[src/hw/rtl/ipd_pkg.sv]
// Shared types and constants for the packet line deframer.
// Used by the channel interfaces, the step logic and the top level.
`default_nettype none
package ipd_pkg;

  localparam int COUNT_W    = 20;
  localparam int DIGIT_W    = 3;
  localparam int LINE_IDX_W = 5;
  localparam int COL_IDX_W  = 6;
  localparam int BYTE_W     = 8;

  localparam int LINES_DEF      = 32;
  localparam int CHARS_DEF      = 64;
  localparam int MAX_DIGITS_DEF = 6;

  localparam logic [BYTE_W-1:0] CHAR_COMMA = 8'h2C;
  localparam logic [BYTE_W-1:0] CHAR_COLON = 8'h3A;
  localparam logic [BYTE_W-1:0] CHAR_CR    = 8'h0D;
  localparam logic [BYTE_W-1:0] CHAR_LF    = 8'h0A;
  localparam logic [BYTE_W-1:0] CHAR_ZERO  = 8'h30;

  typedef enum logic [1:0] {
    MODE_IDLE    = 2'd0,
    MODE_COUNT   = 2'd1,
    MODE_PAYLOAD = 2'd2
  } ipd_mode_t;

  typedef struct packed {
    ipd_mode_t          mode;
    logic [COUNT_W-1:0] count;
    logic [DIGIT_W-1:0] digits;
  } ipd_ctrl_t;

  typedef struct packed {
    logic                  store_valid;
    logic [LINE_IDX_W-1:0] line_index;
    logic [COL_IDX_W-1:0]  column_index;
    logic [BYTE_W-1:0]     store_char;
    logic                  frame_end;
  } ipd_result_t;

endpackage
`default_nettype wire

[src/hw/rtl/ipd_if.sv]
// Valid/ready channel interfaces for received bytes and line store writes.
// Depends on ipd_pkg for field widths.
`default_nettype none
interface ipd_rx_if import ipd_pkg::*; ();
  logic              valid;
  logic              ready;
  logic [BYTE_W-1:0] rx_byte;

  modport source (output valid, output rx_byte, input ready);
  modport sink (input valid, input rx_byte, output ready);
endinterface

interface ipd_wr_if import ipd_pkg::*; ();
  logic                  valid;
  logic                  ready;
  logic                  store_valid;
  logic [LINE_IDX_W-1:0] line_index;
  logic [COL_IDX_W-1:0]  column_index;
  logic [BYTE_W-1:0]     store_char;
  logic                  frame_end;

  modport source (output valid, output store_valid, output line_index,
                  output column_index, output store_char, output frame_end,
                  input ready);
  modport sink (input valid, input store_valid, input line_index,
                input column_index, input store_char, input frame_end,
                output ready);
endinterface
`default_nettype wire

[src/hw/rtl/ipd_step.sv]
// Per-byte parser update: next mode, count, position and the store write.
// Depends on ipd_pkg.
`default_nettype none
module ipd_step import ipd_pkg::*; #(
  parameter int LINES      = LINES_DEF,
  parameter int CHARS      = CHARS_DEF,
  parameter int MAX_DIGITS = MAX_DIGITS_DEF,
  localparam int LW        = (LINES > 1) ? $clog2(LINES) : 1,
  localparam int CW        = $clog2(CHARS)
) (
  input  wire ipd_ctrl_t         ctrl,
  input  wire logic [LW-1:0]     line,
  input  wire logic [CW-1:0]     col,
  input  wire logic [BYTE_W-1:0] rx_byte,
  output ipd_ctrl_t              ctrl_next,
  output logic [LW-1:0]          line_next,
  output logic [CW-1:0]          col_next,
  output ipd_result_t            res
);

  localparam int LEW = (LW > LINE_IDX_W) ? LW : LINE_IDX_W;
  localparam int CEW = (CW > COL_IDX_W) ? CW : COL_IDX_W;

  logic [COUNT_W-1:0] count_acc;
  logic [COUNT_W-1:0] count_dec;
  logic [LEW-1:0]     line_ext;
  logic [CEW-1:0]     col_ext;

  assign count_acc = {ctrl.count[COUNT_W-4:0], 3'b000} + {ctrl.count[COUNT_W-2:0], 1'b0}
                   + {{(COUNT_W-BYTE_W){1'b0}}, rx_byte}
                   - {{(COUNT_W-BYTE_W){1'b0}}, CHAR_ZERO};
  assign count_dec = ctrl.count - COUNT_W'(1);
  assign line_ext  = LEW'(line);
  assign col_ext   = CEW'(col);

  always_comb begin
    ctrl_next = ctrl;
    line_next = line;
    col_next  = col;
    res       = '0;
    case (ctrl.mode)
      MODE_COUNT: begin
        if (rx_byte == CHAR_COLON) begin
          ctrl_next.mode   = MODE_PAYLOAD;
          ctrl_next.digits = '0;
        end else if (ctrl.digits < DIGIT_W'(MAX_DIGITS)) begin
          ctrl_next.count  = count_acc;
          ctrl_next.digits = ctrl.digits + DIGIT_W'(1);
        end
      end
      MODE_PAYLOAD: begin
        if (rx_byte != CHAR_CR) begin
          res.store_valid  = 1'b1;
          res.line_index   = line_ext[LINE_IDX_W-1:0];
          res.column_index = col_ext[COL_IDX_W-1:0];
          if (ctrl.count != '0) begin
            res.store_char  = rx_byte;
            ctrl_next.count = count_dec;
            if (rx_byte == CHAR_LF) begin
              if (count_dec != '0) begin
                ctrl_next.count = count_dec - COUNT_W'(1);
              end
              col_next = '0;
              if (line < LW'(LINES - 1)) begin
                line_next = line + LW'(1);
              end
            end else if (col == CW'(CHARS - 1)) begin
              col_next = '0;
            end else begin
              col_next = col + CW'(1);
            end
          end else begin
            res.store_char = CHAR_LF;
            res.frame_end  = 1'b1;
            ctrl_next.mode = MODE_IDLE;
            line_next      = '0;
            col_next       = '0;
          end
        end
      end
      default: begin
        ctrl_next.mode = MODE_IDLE;
        if (rx_byte == CHAR_COMMA) begin
          ctrl_next.mode   = MODE_COUNT;
          ctrl_next.count  = '0;
          ctrl_next.digits = '0;
        end
      end
    endcase
  end

endmodule
`default_nettype wire

[src/hw/rtl/ipd_packet_line_deframer_top.sv]
// Top level of the packet line deframer: parser state and result register.
// Depends on ipd_pkg, ipd_if and ipd_step.
`default_nettype none
// Takes one received byte per transfer and returns exactly one result per byte,
// registered when the byte is taken. A byte can be taken every clock: the next
// parser state is combinational and the result register frees as soon as its
// transfer completes, so throughput is one byte per cycle while the store side
// keeps up. A result with store_valid low carries all-zero fields. No clearing
// pass follows reset.
module ipd_packet_line_deframer_top import ipd_pkg::*; #(
  parameter int LINES      = LINES_DEF,
  parameter int CHARS      = CHARS_DEF,
  parameter int MAX_DIGITS = MAX_DIGITS_DEF
) (
  input wire logic clk,
  input wire logic rst,
  ipd_rx_if.sink   rx,
  ipd_wr_if.source wr
);

  localparam int LW = (LINES > 1) ? $clog2(LINES) : 1;
  localparam int CW = $clog2(CHARS);

  ipd_ctrl_t   ctrl;
  ipd_ctrl_t   ctrl_next;
  logic [LW-1:0] line;
  logic [LW-1:0] line_next;
  logic [CW-1:0] col;
  logic [CW-1:0] col_next;
  ipd_result_t res;
  ipd_result_t res_next;
  logic        wr_valid;
  logic        take;

  assign rx.ready = !wr_valid || wr.ready;
  assign take     = rx.valid && rx.ready;

  ipd_step #(
    .LINES      (LINES),
    .CHARS      (CHARS),
    .MAX_DIGITS (MAX_DIGITS)
  ) u_step (
    .ctrl      (ctrl),
    .line      (line),
    .col       (col),
    .rx_byte   (rx.rx_byte),
    .ctrl_next (ctrl_next),
    .line_next (line_next),
    .col_next  (col_next),
    .res       (res_next)
  );

  always_ff @(posedge clk) begin
    if (rst) begin
      ctrl     <= '{mode: MODE_IDLE, count: '0, digits: '0};
      line     <= '0;
      col      <= '0;
      wr_valid <= 1'b0;
    end else begin
      if (take) begin
        ctrl <= ctrl_next;
        line <= line_next;
        col  <= col_next;
      end
      if (take) begin
        wr_valid <= 1'b1;
      end else if (wr.ready) begin
        wr_valid <= 1'b0;
      end
    end
  end

  always_ff @(posedge clk) begin
    if (take) begin
      res <= res_next;
    end
  end

  assign wr.valid        = wr_valid;
  assign wr.store_valid  = res.store_valid;
  assign wr.line_index   = res.line_index;
  assign wr.column_index = res.column_index;
  assign wr.store_char   = res.store_char;
  assign wr.frame_end    = res.frame_end;

`ifndef SYNTHESIS
  a_end_is_store: assert property (@(posedge clk) disable iff (rst)
    (wr_valid && res.frame_end) |-> res.store_valid)
    else $error("frame end without a store write");

  a_idle_blank: assert property (@(posedge clk) disable iff (rst)
    (wr_valid && !res.store_valid) |-> (res == '0))
    else $error("non-write result carries data");

  a_end_to_idle: assert property (@(posedge clk) disable iff (rst)
    (take && res_next.frame_end) |=> (ctrl.mode == MODE_IDLE && line == '0 && col == '0))
    else $error("frame close did not return to idle");

  a_digit_bound: assert property (@(posedge clk) disable iff (rst)
    ctrl.digits <= DIGIT_W'(MAX_DIGITS))
    else $error("digit counter beyond limit");
`endif

endmodule
`default_nettype wire
[src/flat_wrapper.sv]
// flat-port wrapper written by rule: the top's interface ports become plain ports
module ipd_packet_line_deframer_top_flat import ipd_pkg::*;
#(
  parameter int LINES      = LINES_DEF,
  parameter int CHARS      = CHARS_DEF,
  parameter int MAX_DIGITS = MAX_DIGITS_DEF
)
  (clk, rst, rx_valid, rx_rx_byte, rx_ready, wr_valid, wr_store_valid, wr_line_index, wr_column_index, wr_store_char, wr_frame_end, wr_ready);
  ipd_rx_if rx_i ();
  ipd_wr_if wr_i ();
  input wire logic clk;
  input wire logic rst;
  input wire logic [$bits(rx_i.valid)-1:0] rx_valid;
  input wire logic [$bits(rx_i.rx_byte)-1:0] rx_rx_byte;
  output wire logic [$bits(rx_i.ready)-1:0] rx_ready;
  output wire logic [$bits(wr_i.valid)-1:0] wr_valid;
  output wire logic [$bits(wr_i.store_valid)-1:0] wr_store_valid;
  output wire logic [$bits(wr_i.line_index)-1:0] wr_line_index;
  output wire logic [$bits(wr_i.column_index)-1:0] wr_column_index;
  output wire logic [$bits(wr_i.store_char)-1:0] wr_store_char;
  output wire logic [$bits(wr_i.frame_end)-1:0] wr_frame_end;
  input wire logic [$bits(wr_i.ready)-1:0] wr_ready;
  assign rx_i.valid = rx_valid;
  assign rx_i.rx_byte = rx_rx_byte;
  assign rx_ready = rx_i.ready;
  assign wr_valid = wr_i.valid;
  assign wr_store_valid = wr_i.store_valid;
  assign wr_line_index = wr_i.line_index;
  assign wr_column_index = wr_i.column_index;
  assign wr_store_char = wr_i.store_char;
  assign wr_frame_end = wr_i.frame_end;
  assign wr_i.ready = wr_ready;
  ipd_packet_line_deframer_top #(.LINES(LINES), .CHARS(CHARS), .MAX_DIGITS(MAX_DIGITS)) u_core (.clk(clk), .rst(rst), .rx(rx_i), .wr(wr_i));
endmodule
[config.mk]
export PLATFORM = sky130hd
export DESIGN_NAME = ipd_packet_line_deframer_top_flat
export DESIGN_NICKNAME = d
export VERILOG_FILES = /design/src/hw/rtl/ipd_pkg.sv /design/src/hw/rtl/ipd_if.sv /design/src/hw/rtl/ipd_step.sv /design/src/hw/rtl/ipd_packet_line_deframer_top.sv /design/src/flat_wrapper.sv
export SDC_FILE = /design/constraint.sdc
export NUM_CORES = 1
export LEC_CHECK = 0
export ABC_CLOCK_PERIOD_IN_PS = 3700
export BUFFER_PORTS_ARGS = -buffer_cell sky130_fd_sc_hd__buf_2
export CAP_MARGIN = 20
export CORE_UTILIZATION = 57
export DETAILED_ROUTE_END_ITERATION = 10
export GPL_TIMING_DRIVEN = 0
export PLACE_DENSITY = 0.85
export RECOVER_POWER = 25
export SLEW_MARGIN = 20
export SYNTH_ARGS = -nofsm -noshare
export SYNTH_HDL_FRONTEND = slang
export SYNTH_HIERARCHICAL = 1
export SYNTH_SLANG_ARGS = --single-unit
[constraint.sdc]
create_clock -name clk -period 3.7 [get_ports clk]
set_input_delay 0.185 -clock clk [delete_from_list [all_inputs] [get_ports clk]]
set_output_delay 0.185 -clock clk [all_outputs]
set_load 0.01 [all_outputs]
==> flow_summary.toml, run 1 <==
[placement]
post-place-ws_ns = -0.639
hpwl_um = 14200
io_buffers = 32
post_dp_cell_area_um2 = 6490
gp_congestion = 0.972

[pwr]
power_frac_seq = 0.474
leakage_nw = 2.90
pwr-share-clk = 0.402
internal-power_mw = 1.04
cellPowerDensity_nw_per_um2 = 201
pwr-share-comb = 0.123
p_sw_frac = 0.268
ir_worst_vdd_uv = 171
netSwitchingPower_mw = 0.380

[timing]
clock_skew_ns = 0.0118
post-route-min-period_ns = 3.67
max_freq_mhz = 273
worstMarginPinSlew_ns = 1.25
hold_violations = 0
setup_slack_ns = 0.0336
fin_crit_sh = 0.991
holdWs_ns = 0.159
setup_violations = 0
rsz0062_at_grt = "yes"
slew-limit-headroom = 0.157
slew_violations = 0

[routing]
via_count = 6324
first_pass_iters = 5
drt_iter0_drc = 679
routed_via_density = 6.59
wl_per_cell_um = 20.5
ant_nets = 0
drc_errors = 0
drt-total-wl_um = 19700

[grt]
gr-usage-met3 = 0.0754
busiest_layer = "met2"
grt-ovfl-total = 0
grt_use_met2 = 0.589
antenna_found_initial = 0
use_met1 = 0.433
track_usage = 0.350
grt_max_degree = 22
grt_pass1_vias = 5850
grt_pass1_wl_um = 30400

[critical_path]
slowest_delay_ns = 0.50
cp_common_cell = "ha_4"
r2r-end = "u_core/ctrl[21]"
crit_chain = "buf_8 -> inv_6 -> ha_4 -> fa_1 -> inv_2 -> ha_4 -> a211oi_4 -> buf_4 -> nor3_4 -> nor4_4 -> o31ai_2 -> o41a_1 -> a21o_1 -> a21oi_2 -> xnor2_2 -> a221o_1 -> nand3_1 -> a21oi_1"
worst_setup_path_end_kind = "register"
critPathKind = "register to register"
cp.required_ns = 3.93
reg2reg_from = "u_core/ctrl[6]"
path_max_fanout = 3
worstPathArrival_ns = 3.90
startpoint_type = "register"
r2r_cells = 18
critPathLaunch = "u_core/ctrl[6]"
crit_end = "u_core/ctrl[21]"
cp_slowest_cell = "fa_1"
rrSetupSlack_ns = 0.03

[clock_network]
clk_pin_slew_ns = 0.07
cts_root_buf = "clkbuf_8"
cts-htree-levels = 3
clock-sinks = 58
cts_tree = "built"
clk_latency_ns = 0.35
hold_buffers = 0
numCtsBuffers = 9
clockBufferDepth = 2

[synthesis]
synth_xor_area_frac = 0.0470
synth_edf_count = 21
synth-simple-area-share = 0.241
synthMuxAreaShare = 0.00570
synth.yosys.seq_area_share = 0.223
yosysWarnings = 6
synth-compound-area-share = 0.276
synth_seq_cells = 58
synth_nets = 834
synth.distinct_cells = 90
async_flop_share = 0
syn_area_um2 = 6140
netlist_instances = 761
avgSynthCellArea_um2 = 8.07
synth_top_family_by_area = "compound AO/OA/AOI/OAI gates"
synth_flop_cell = "dfxtp_1"
yosys.area_share.adder = 0.132

[floorplanning]
fp.dieW_um = 106
num_io_pins = 35
start_util = 0.593
dieArea_um2 = 11200
die-height_um = 106
num_rows = 37
coreArea_um2 = 10400

[final_layout]
design_area_um2 = 7040
multi_input_area_um2 = 4560
diodes = 0
area_delta_synth_final_pct = 14.6
drive_gt1_frac = 0.206
n_fill_cell = 858
nets = 892
fin_util = 0.679
register_area_um2 = 1390

[hold_path]
min_path_type = "primary input to register"

[run]
drv_cap = 0

[run_status]
status = "complete, no violations"
==> logic make-up (layout without fill, tap and decap cells) <==
kind of cell    count (synthesis)  after routing
xor+xnor                       33             33
simple gates                  267            267
buf+inv                       103            166
compound gates                236            236
mux                             3              3
flops                          58             58
fa+ha+maj                      61             61
==> area by class of cell <==
cell class | instances | share of cell area
inverters | 58 | 0.0316
plain buffers | 45 | 0.0377
flip-flops and latches | 58 | 0.198
multi-input cells | 600 | 0.648
repair buffers | 47 | 0.0347
well taps | 136 | 0.0242
clock buffers | 10 | 0.0181
clock inverters | 6 | 0.00817
==> routing by layer <==
metal	vias to the layer above	part of all wire
met2	394	0.47
met4	0	0.038
met5	-	0
met3	72	0.098
li1	2924	-
met1	2934	0.40
==> placed cells by master, fill, tap and decap left out, types with 5 or more instances in the layout <==
cell / count
o21a_1: 5
a21bo_1: 12
xor2_1: 9
inv_2: 7
inv_1: 50
edfxtp_1: 21
a21o_1: 8
clkbuf_8: 9
and3_1: 22
a21oi_1: 65
ha_4: 9
o21ai_0: 27
buf_4: 19
nand2b_1: 5
nor2_1: 46
a22oi_1: 7
clkbuf_1: 39
a21bo_2: 25
o211ai_1: 7
nand2_1: 45
buf_2: 22
or3_1: 6
dfxtp_1: 29
a31oi_1: 8
o21ai_1: 10
buf_6: 5
nor3_1: 18
nand4_1: 12
nand3_1: 63
ha_1: 44
a21oi_2: 10
xnor2_1: 22
==> Yosys cell counts (3+ instances only) <==
master	instances	area [um^2]
nor3_1	20	100
buf_2	17	85.1
ha_1	55	688
dfxtp_1	37	741
o31ai_1	5	37.5
a22oi_1	7	52.6
or3_1	6	37.5
o21ai_1	10	50.1
xor2_1	9	78.8
buf_4	3	22.5
edfxtp_1	21	631
nand4_1	12	75.1
a21bo_2	25	250
and2_1	4	25.0
a21oi_2	7	61.3
nor4_1	5	31.3
nand2_1	47	176
a31oi_1	9	56.3
o21a_1	5	37.5
fa_1	6	120
clkbuf_1	14	52.6
o21bai_1	3	22.5
a211oi_1	3	22.5
xnor2_1	24	210
buf_6	6	67.6
nand3_1	63	315
nor2_1	46	173
and3_1	22	138
o21ai_0	29	145
a21oi_1	69	345
a31o_2	3	26.3
nand2b_1	5	31.3
inv_1	58	218
a21bo_1	12	120
or4_1	4	30.0
a211o_1	3	26.3
o211ai_1	7	52.6
a21o_1	8	60.1
buf_1	4	15.0
nor2b_1	5	31.3
==> state kept, by name, indices dropped and copies added (netlist names) <==
signal / count
u_core/wr.column_index: 6
u_core/ctrl: 25
u_core/line: 5
u_core/wr.store_valid: 1
u_core/wr.store_char: 8
u_core/wr.line_index: 5
u_core/wr.valid: 1
u_core/wr.frame_end: 1
u_core/col: 6
==> metrics by stage <==
stage | total power, mW | instances | TNS (ns)
5_1_grt | 1.46 | 960 | -0.223
3_3_place_gp | 0.831 | 929 | -1.91
4_1_cts | 1.41 | 953 | -0.0956
3_5_place_dp | 0.836 | 929 | -2.49
6_report | 1.42 | 960 | 0
2_1_floorplan | 0.781 | 761 | 0
==> power by group through the flow <==
| stage | registers, mW | logic, mW | clock network [mW] |
|---|---|---|---|
| final | 0.672 | 0.175 | 0.570 |
| after CTS | 0.671 | 0.165 | 0.575 |
| after detailed placement | 0.689 | 0.147 | 0 |
| after global routing | 0.672 | 0.186 | 0.599 |
| after floorplan | 0.695 | 0.0860 | 0 |
| after global placement | 0.688 | 0.144 | 0 |
==> worst min-delay path by stage <==
stage                     cells after the start                       to           from  slack [ns]
after floorplan                               2  u_core/wr.store_char[1]  rx_rx_byte[1]        0.39
after global placement                        2           u_core/ctrl[2]            rst        0.50
after detailed placement                      2           u_core/ctrl[2]            rst        0.51
after CTS                                     2           u_core/ctrl[2]            rst        0.15
after global routing                          2          u_core/wr.valid            rst        0.16
final                                         2            u_core/col[5]            rst        0.16
==> worst max-delay path: cells and delay by family, from the launching register on <==
family	cells	cell delay, ns
compound gates	7	1.42
fa+ha+maj	3	0.92
buf+inv	4	0.43
flops	1	0.35
simple gates	3	0.31
xor+xnor	1	0.11
==> what timing repair did <==
action,4_1_cts,5_1_grt
endpoints found under the setup margin,10,19
pin swaps,14,16
buffers inserted,8,7
resized for setup,45,23
Note: power is estimated with default switching activity, not from simulation.
==> inputs of run 2 (changes only) <==
--- a/config.mk
+++ b/config.mk
@@ -5,13 +5,13 @@
 export SDC_FILE = /design/constraint.sdc
 export NUM_CORES = 1
 export LEC_CHECK = 0
-export ABC_CLOCK_PERIOD_IN_PS = 3700
+export ABC_CLOCK_PERIOD_IN_PS = 4600
 export BUFFER_PORTS_ARGS = -buffer_cell sky130_fd_sc_hd__buf_2
 export CAP_MARGIN = 20
-export CORE_UTILIZATION = 57
+export CORE_UTILIZATION = 68
 export DETAILED_ROUTE_END_ITERATION = 10
 export GPL_TIMING_DRIVEN = 0
-export PLACE_DENSITY = 0.85
+export PLACE_DENSITY = 0.95
 export RECOVER_POWER = 25
 export SLEW_MARGIN = 20
 export SYNTH_ARGS = -nofsm -noshare
==> constraint.sdc (replaced) <==
create_clock -name clk -period 4.6 [get_ports clk]
set_input_delay 0.23 -clock clk [delete_from_list [all_inputs] [get_ports clk]]
set_output_delay 0.23 -clock clk [all_outputs]
set_load 0.01 [all_outputs]
==> flow_summary.toml, run 2 (synthesized netlist as in run 1, its figures left out) <==
[placement]
post-place-ws_ns = -0.0733
io_buffers = 32
hpwl_um = 13900
gp_congestion = 0.930

[clock_network]
cts_root_buf = "clkbuf_8"
clock-sinks = 58
cts_tree = "built"
hold_buffers = 0
cts_resized = 1
clk_pin_slew_ns = 0.06
clk_latency_ns = 0.34
clockBufferDepth = 2
cts_setup_buffers = 0
numCtsBuffers = 9
cts-htree-levels = 3

[hold_path]
min_path_type = "primary input to register"
min_to = "u_core/line[4]"
hold_start = "rst"
holdPathStages = 2

[final_layout]
diodes = 0
largest_reg_flops = 25
final_cell_mix = "a21oi_1, nand3_1, inv_1"
area_delta_synth_final_pct = 8.08
mostFrequentLayoutCell = "a21oi_1"
drive_gt1_frac = 0.138
largest_register = "u_core/ctrl"
nets = 877

[critical_path]
critPathKind = "register to register"
startpoint_type = "register"
path_max_fanout = 10
cp.required_ns = 4.82
reg2reg_from = "u_core/ctrl[6]"
r2r-end = "u_core/ctrl[21]"
worst_setup_path_end_kind = "register"
rrSetupSlack_ns = 0.19
worstPathArrival_ns = 4.63
r2r_cells = 17

[floorplanning]
num_io_pins = 35
start_util = 0.705
die-height_um = 97.1
num_rows = 34
dieArea_um2 = 9420
fp.dieW_um = 97.1
coreArea_um2 = 8720

[routing]
drc_errors = 0
first_pass_iters = 6
ant_nets = 0
wl_per_cell_um = 19.9
drt-total-wl_um = 18200
routed_via_density = 6.79
drt_iter0_drc = 677
via_count = 6223

[grt]
grt_pass1_vias = 5902
grt_pass1_wl_um = 29800
grt_max_degree = 22
antenna_found_initial = 0
grt-ovfl-total = 0
track_usage = 0.392

[timing]
slew-limit-headroom = 0.229
setup_violations = 0
post-route-min-period_ns = 4.41
clock_skew_ns = 0.00697
fin_tns_setup_ns = 0
slew_violations = 0
setup_slack_ns = 0.186
worstMarginPinSlew_ns = 1.15
rsz0062_at_grt = "no"
max_freq_mhz = 227
hold_violations = 0
fin_crit_sh = 0.959

[pwr]
cellPowerDensity_nw_per_um2 = 171
leakage_nw = 2.79
ir_worst_vdd_uv = 164

[run]
drv_cap = 0

[run_status]
status = "complete, no violations"
==> run 2: cell types whose count changed in the layout (fill, tap and decap cells not counted), sizes merged <==
cell	delta
clkinvlp	-2
clkbuf	+4
clkinv	-2
buf	-15
==> run 2: worst max-delay path, cell delays in order (launching register included) <==
cell and delay [ns]:
dfxtp_1 0.40, clkbuf_4 0.25, inv_1 0.12, ha_1 0.32, fa_1 0.50, inv_1 0.07, ha_1 0.35, a211oi_4 0.33
nor3_2 0.12, nor4_2 0.30, o31ai_1 0.16, o41a_1 0.37, a21o_1 0.19, a21oi_1 0.16, xnor2_1 0.13, a221o_1 0.37
nand3_1 0.07, a21oi_1 0.07
==> run 2: how the worst max path moves through the flow <==
| stage | startpoint | endpoint | slack (ns) | depth (start not counted) |
|---|---|---|---|---|
| final | u_core/ctrl[6] | u_core/ctrl[21] | 0.19 | 17 |
| after global routing | u_core/ctrl[6] | u_core/ctrl[21] | 0.01 | 17 |
| after CTS | u_core/ctrl[6] | u_core/ctrl[21] | 0.07 | 17 |
| after detailed placement | u_core/ctrl[6] | u_core/ctrl[21] | -0.07 | 17 |
| after global placement | u_core/ctrl[6] | u_core/ctrl[21] | 0.009 | 17 |
| after floorplan | u_core/ctrl[6] | u_core/ctrl[21] | 0.71 | 17 |
==> run 2: cell type report <==
cell class                 instances  area, um^2
inverter                          58         218
sequential                        58        1370
buffer                            45         249
tap                              108         135
clock inverter                     2        35.0
fill                             662        2080
clock buffer                      14         163
timing repair buffer              32         131
multi-input combinational        600        4340
==> run 2: through the flow <==
| stage | power (mW) | cell area [um^2] | hold WS [ns] | utilization | cells |
|---|---|---|---|---|---|
| final | 1.14 | 6640 | 0.226 | 0.762 | 917 |
| after global placement | 0.666 | 6440 | 0.548 | 0.738 | 901 |
| after global routing | 1.18 | 6640 | 0.248 | 0.762 | 917 |
| after CTS | 1.14 | 6640 | 0.216 | 0.762 | 917 |
| after floorplan | 0.628 | 6140 | 0.431 | - | 761 |
| after detailed placement | 0.670 | 6440 | 0.559 | 0.738 | 901 |
==> run 2: layer usage <==
layer	GRT usage	part of all wire	vias up
li1	-	-	2880
met1	0.511	0.41	2903
met2	0.655	0.46	380
met3	0.0540	0.098	60
met4	0.157	0.030	0
met5	0	0	-
==> run 2: power breakdown <==
part | switching, mW | total (mW) | internal (mW)
Combinational | 0.0808 | 0.119 | 0.0379
Sequential | 0.00251 | 0.542 | 0.540
Clock | 0.195 | 0.475 | 0.280
Total | 0.278 | 1.14 | 0.857
==> inputs of run 3 (changes only) <==
--- a/config.mk
+++ b/config.mk
@@ -5,13 +5,13 @@
 export SDC_FILE = /design/constraint.sdc
 export NUM_CORES = 1
 export LEC_CHECK = 0
-export ABC_CLOCK_PERIOD_IN_PS = 4600
+export ABC_CLOCK_PERIOD_IN_PS = 4900
 export BUFFER_PORTS_ARGS = -buffer_cell sky130_fd_sc_hd__buf_2
 export CAP_MARGIN = 20
-export CORE_UTILIZATION = 68
+export CORE_UTILIZATION = 63
 export DETAILED_ROUTE_END_ITERATION = 10
 export GPL_TIMING_DRIVEN = 0
-export PLACE_DENSITY = 0.95
+export PLACE_DENSITY = 0.89
 export RECOVER_POWER = 25
 export SLEW_MARGIN = 20
 export SYNTH_ARGS = -nofsm -noshare
==> constraint.sdc (replaced) <==
create_clock -name clk -period 4.9 [get_ports clk]
set_input_delay 0.245 -clock clk [delete_from_list [all_inputs] [get_ports clk]]
set_output_delay 0.245 -clock clk [all_outputs]
set_load 0.01 [all_outputs]
==> flow_summary.toml, run 3 (synthesized netlist as in run 1, its figures left out) <==
[timing]
setup_violations = 0
clock_skew_ns = 0.00998
setup_slack_ns = 0.345
slew_violations = 0
max_freq_mhz = 220
slew-limit-headroom = 0.232
hold_violations = 0
worstMarginPinSlew_ns = 1.14
rsz0062_at_grt = "no"
fin_crit_sh = 0.930
post-route-min-period_ns = 4.56
fin_tns_setup_ns = 0

[run]
drv_cap = 0

[floorplanning]
num_io_pins = 35
start_util = 0.659
num_rows = 35
dieArea_um2 = 10200
die-height_um = 101
fp.dieW_um = 101
coreArea_um2 = 9330

[routing]
drt_iter0_drc = 663
via_count = 6226
ant_nets = 0
first_pass_iters = 5
drc_errors = 0
drt-total-wl_um = 18300
wl_per_cell_um = 19.5
routed_via_density = 6.64

[critical_path]
worst_setup_path_end_kind = "register"
startpoint_type = "register"
cp.required_ns = 5.12
rrSetupSlack_ns = 0.34
worstPathArrival_ns = 4.77
path_max_fanout = 10
critPathKind = "register to register"

[clock_network]
cts_tree = "built"
clock-sinks = 58
clk_pin_slew_ns = 0.07
cts_setup_buffers = 0
clk_latency_ns = 0.34
hold_buffers = 0
clockBufferDepth = 2
cts_root_buf = "clkbuf_8"
numCtsBuffers = 9
cts-htree-levels = 3
cts_resized = 0

[grt]
antenna_found_initial = 0
track_usage = 0.374
grt_pass1_wl_um = 29500
grt-ovfl-total = 0
grt_max_degree = 22
grt_pass1_vias = 5935

[pwr]
cellPowerDensity_nw_per_um2 = 165
leakage_nw = 2.79
power_mw = 1.10
ir_worst_vdd_uv = 183

[final_layout]
drive_gt1_frac = 0.135
layout.cells.non_filler = 938
final_cell_mix = "a21oi_1, nand3_1, inv_1"
fin_util = 0.712
area_delta_synth_final_pct = 8.14
nets = 877
largest_reg_flops = 25
diodes = 0
mostFrequentLayoutCell = "a21oi_1"
largest_register = "u_core/ctrl"

[placement]
gp_congestion = 0.967
post-place-ws_ns = 0.395
io_buffers = 32
dpl.cell_count = 922
hpwl_um = 14000

[run_status]
status = "complete, no violations"

[hold_path]
min_path_type = "primary input to register"
==> run 3: worst paths after layout <==
kind | from | to | cells past startpoint
worst max-delay path | u_core/ctrl[6] | u_core/ctrl[21] | 17
worst min register to register | u_core/ctrl[14] | u_core/ctrl[14] | 2
worst max register to register | u_core/ctrl[6] | u_core/ctrl[21] | 17
worst min-delay path | rst | u_core/ctrl[2] | 2
==> run 3: cell type report <==
cell class / count / area [um^2]
clock buffer: 10 / 128
fill: 819 / 2680
sequential: 58 / 1370
multi-input combinational: 600 / 4310
inverter: 58 / 218
tap: 129 / 161
buffer: 45 / 246
timing repair buffer: 32 / 131
clock inverter: 6 / 81.3
==> run 3: per-stage QoR <==
| stage | cell area (um^2) | hold WS (ns) |
|---|---|---|
| after CTS | 6680 | 0.210 |
| after global placement | 6470 | 0.557 |
| after floorplan | 6140 | 0.446 |
| after detailed placement | 6470 | 0.558 |
| after global routing | 6650 | 0.247 |
| final | 6650 | 0.225 |
==> run 3: where the power goes <==
part	leakage [nW]	internal, mW	switching, mW
clock	0.104	0.283	0.194
combinational	2.18	0.0349	0.0776
sequential	0.510	0.507	0.00257
==> run 3: critical path, stage by stage (launching register included) <==
cell,delay [ns]
dfxtp_1,0.40
buf_2,0.26
inv_1,0.12
ha_1,0.32
fa_1,0.51
inv_1,0.07
ha_1,0.30
a211oi_1,0.30
nor3_1,0.14
nor4_1,0.41
o31ai_1,0.20
o41a_1,0.37
a21o_1,0.19
a21oi_1,0.18
xnor2_1,0.13
a221o_1,0.37
nand3_1,0.07
a21oi_1,0.08
==> run 3: metal layers <==
metal | global-route usage | share of wire | vias up
li1 | - | - | 2880
met1 | 0.492 | 0.41 | 2915
met2 | 0.601 | 0.45 | 374
met3 | 0.0693 | 0.10 | 57
met4 | 0.159 | 0.038 | 0
met5 | 0 | 0 | -
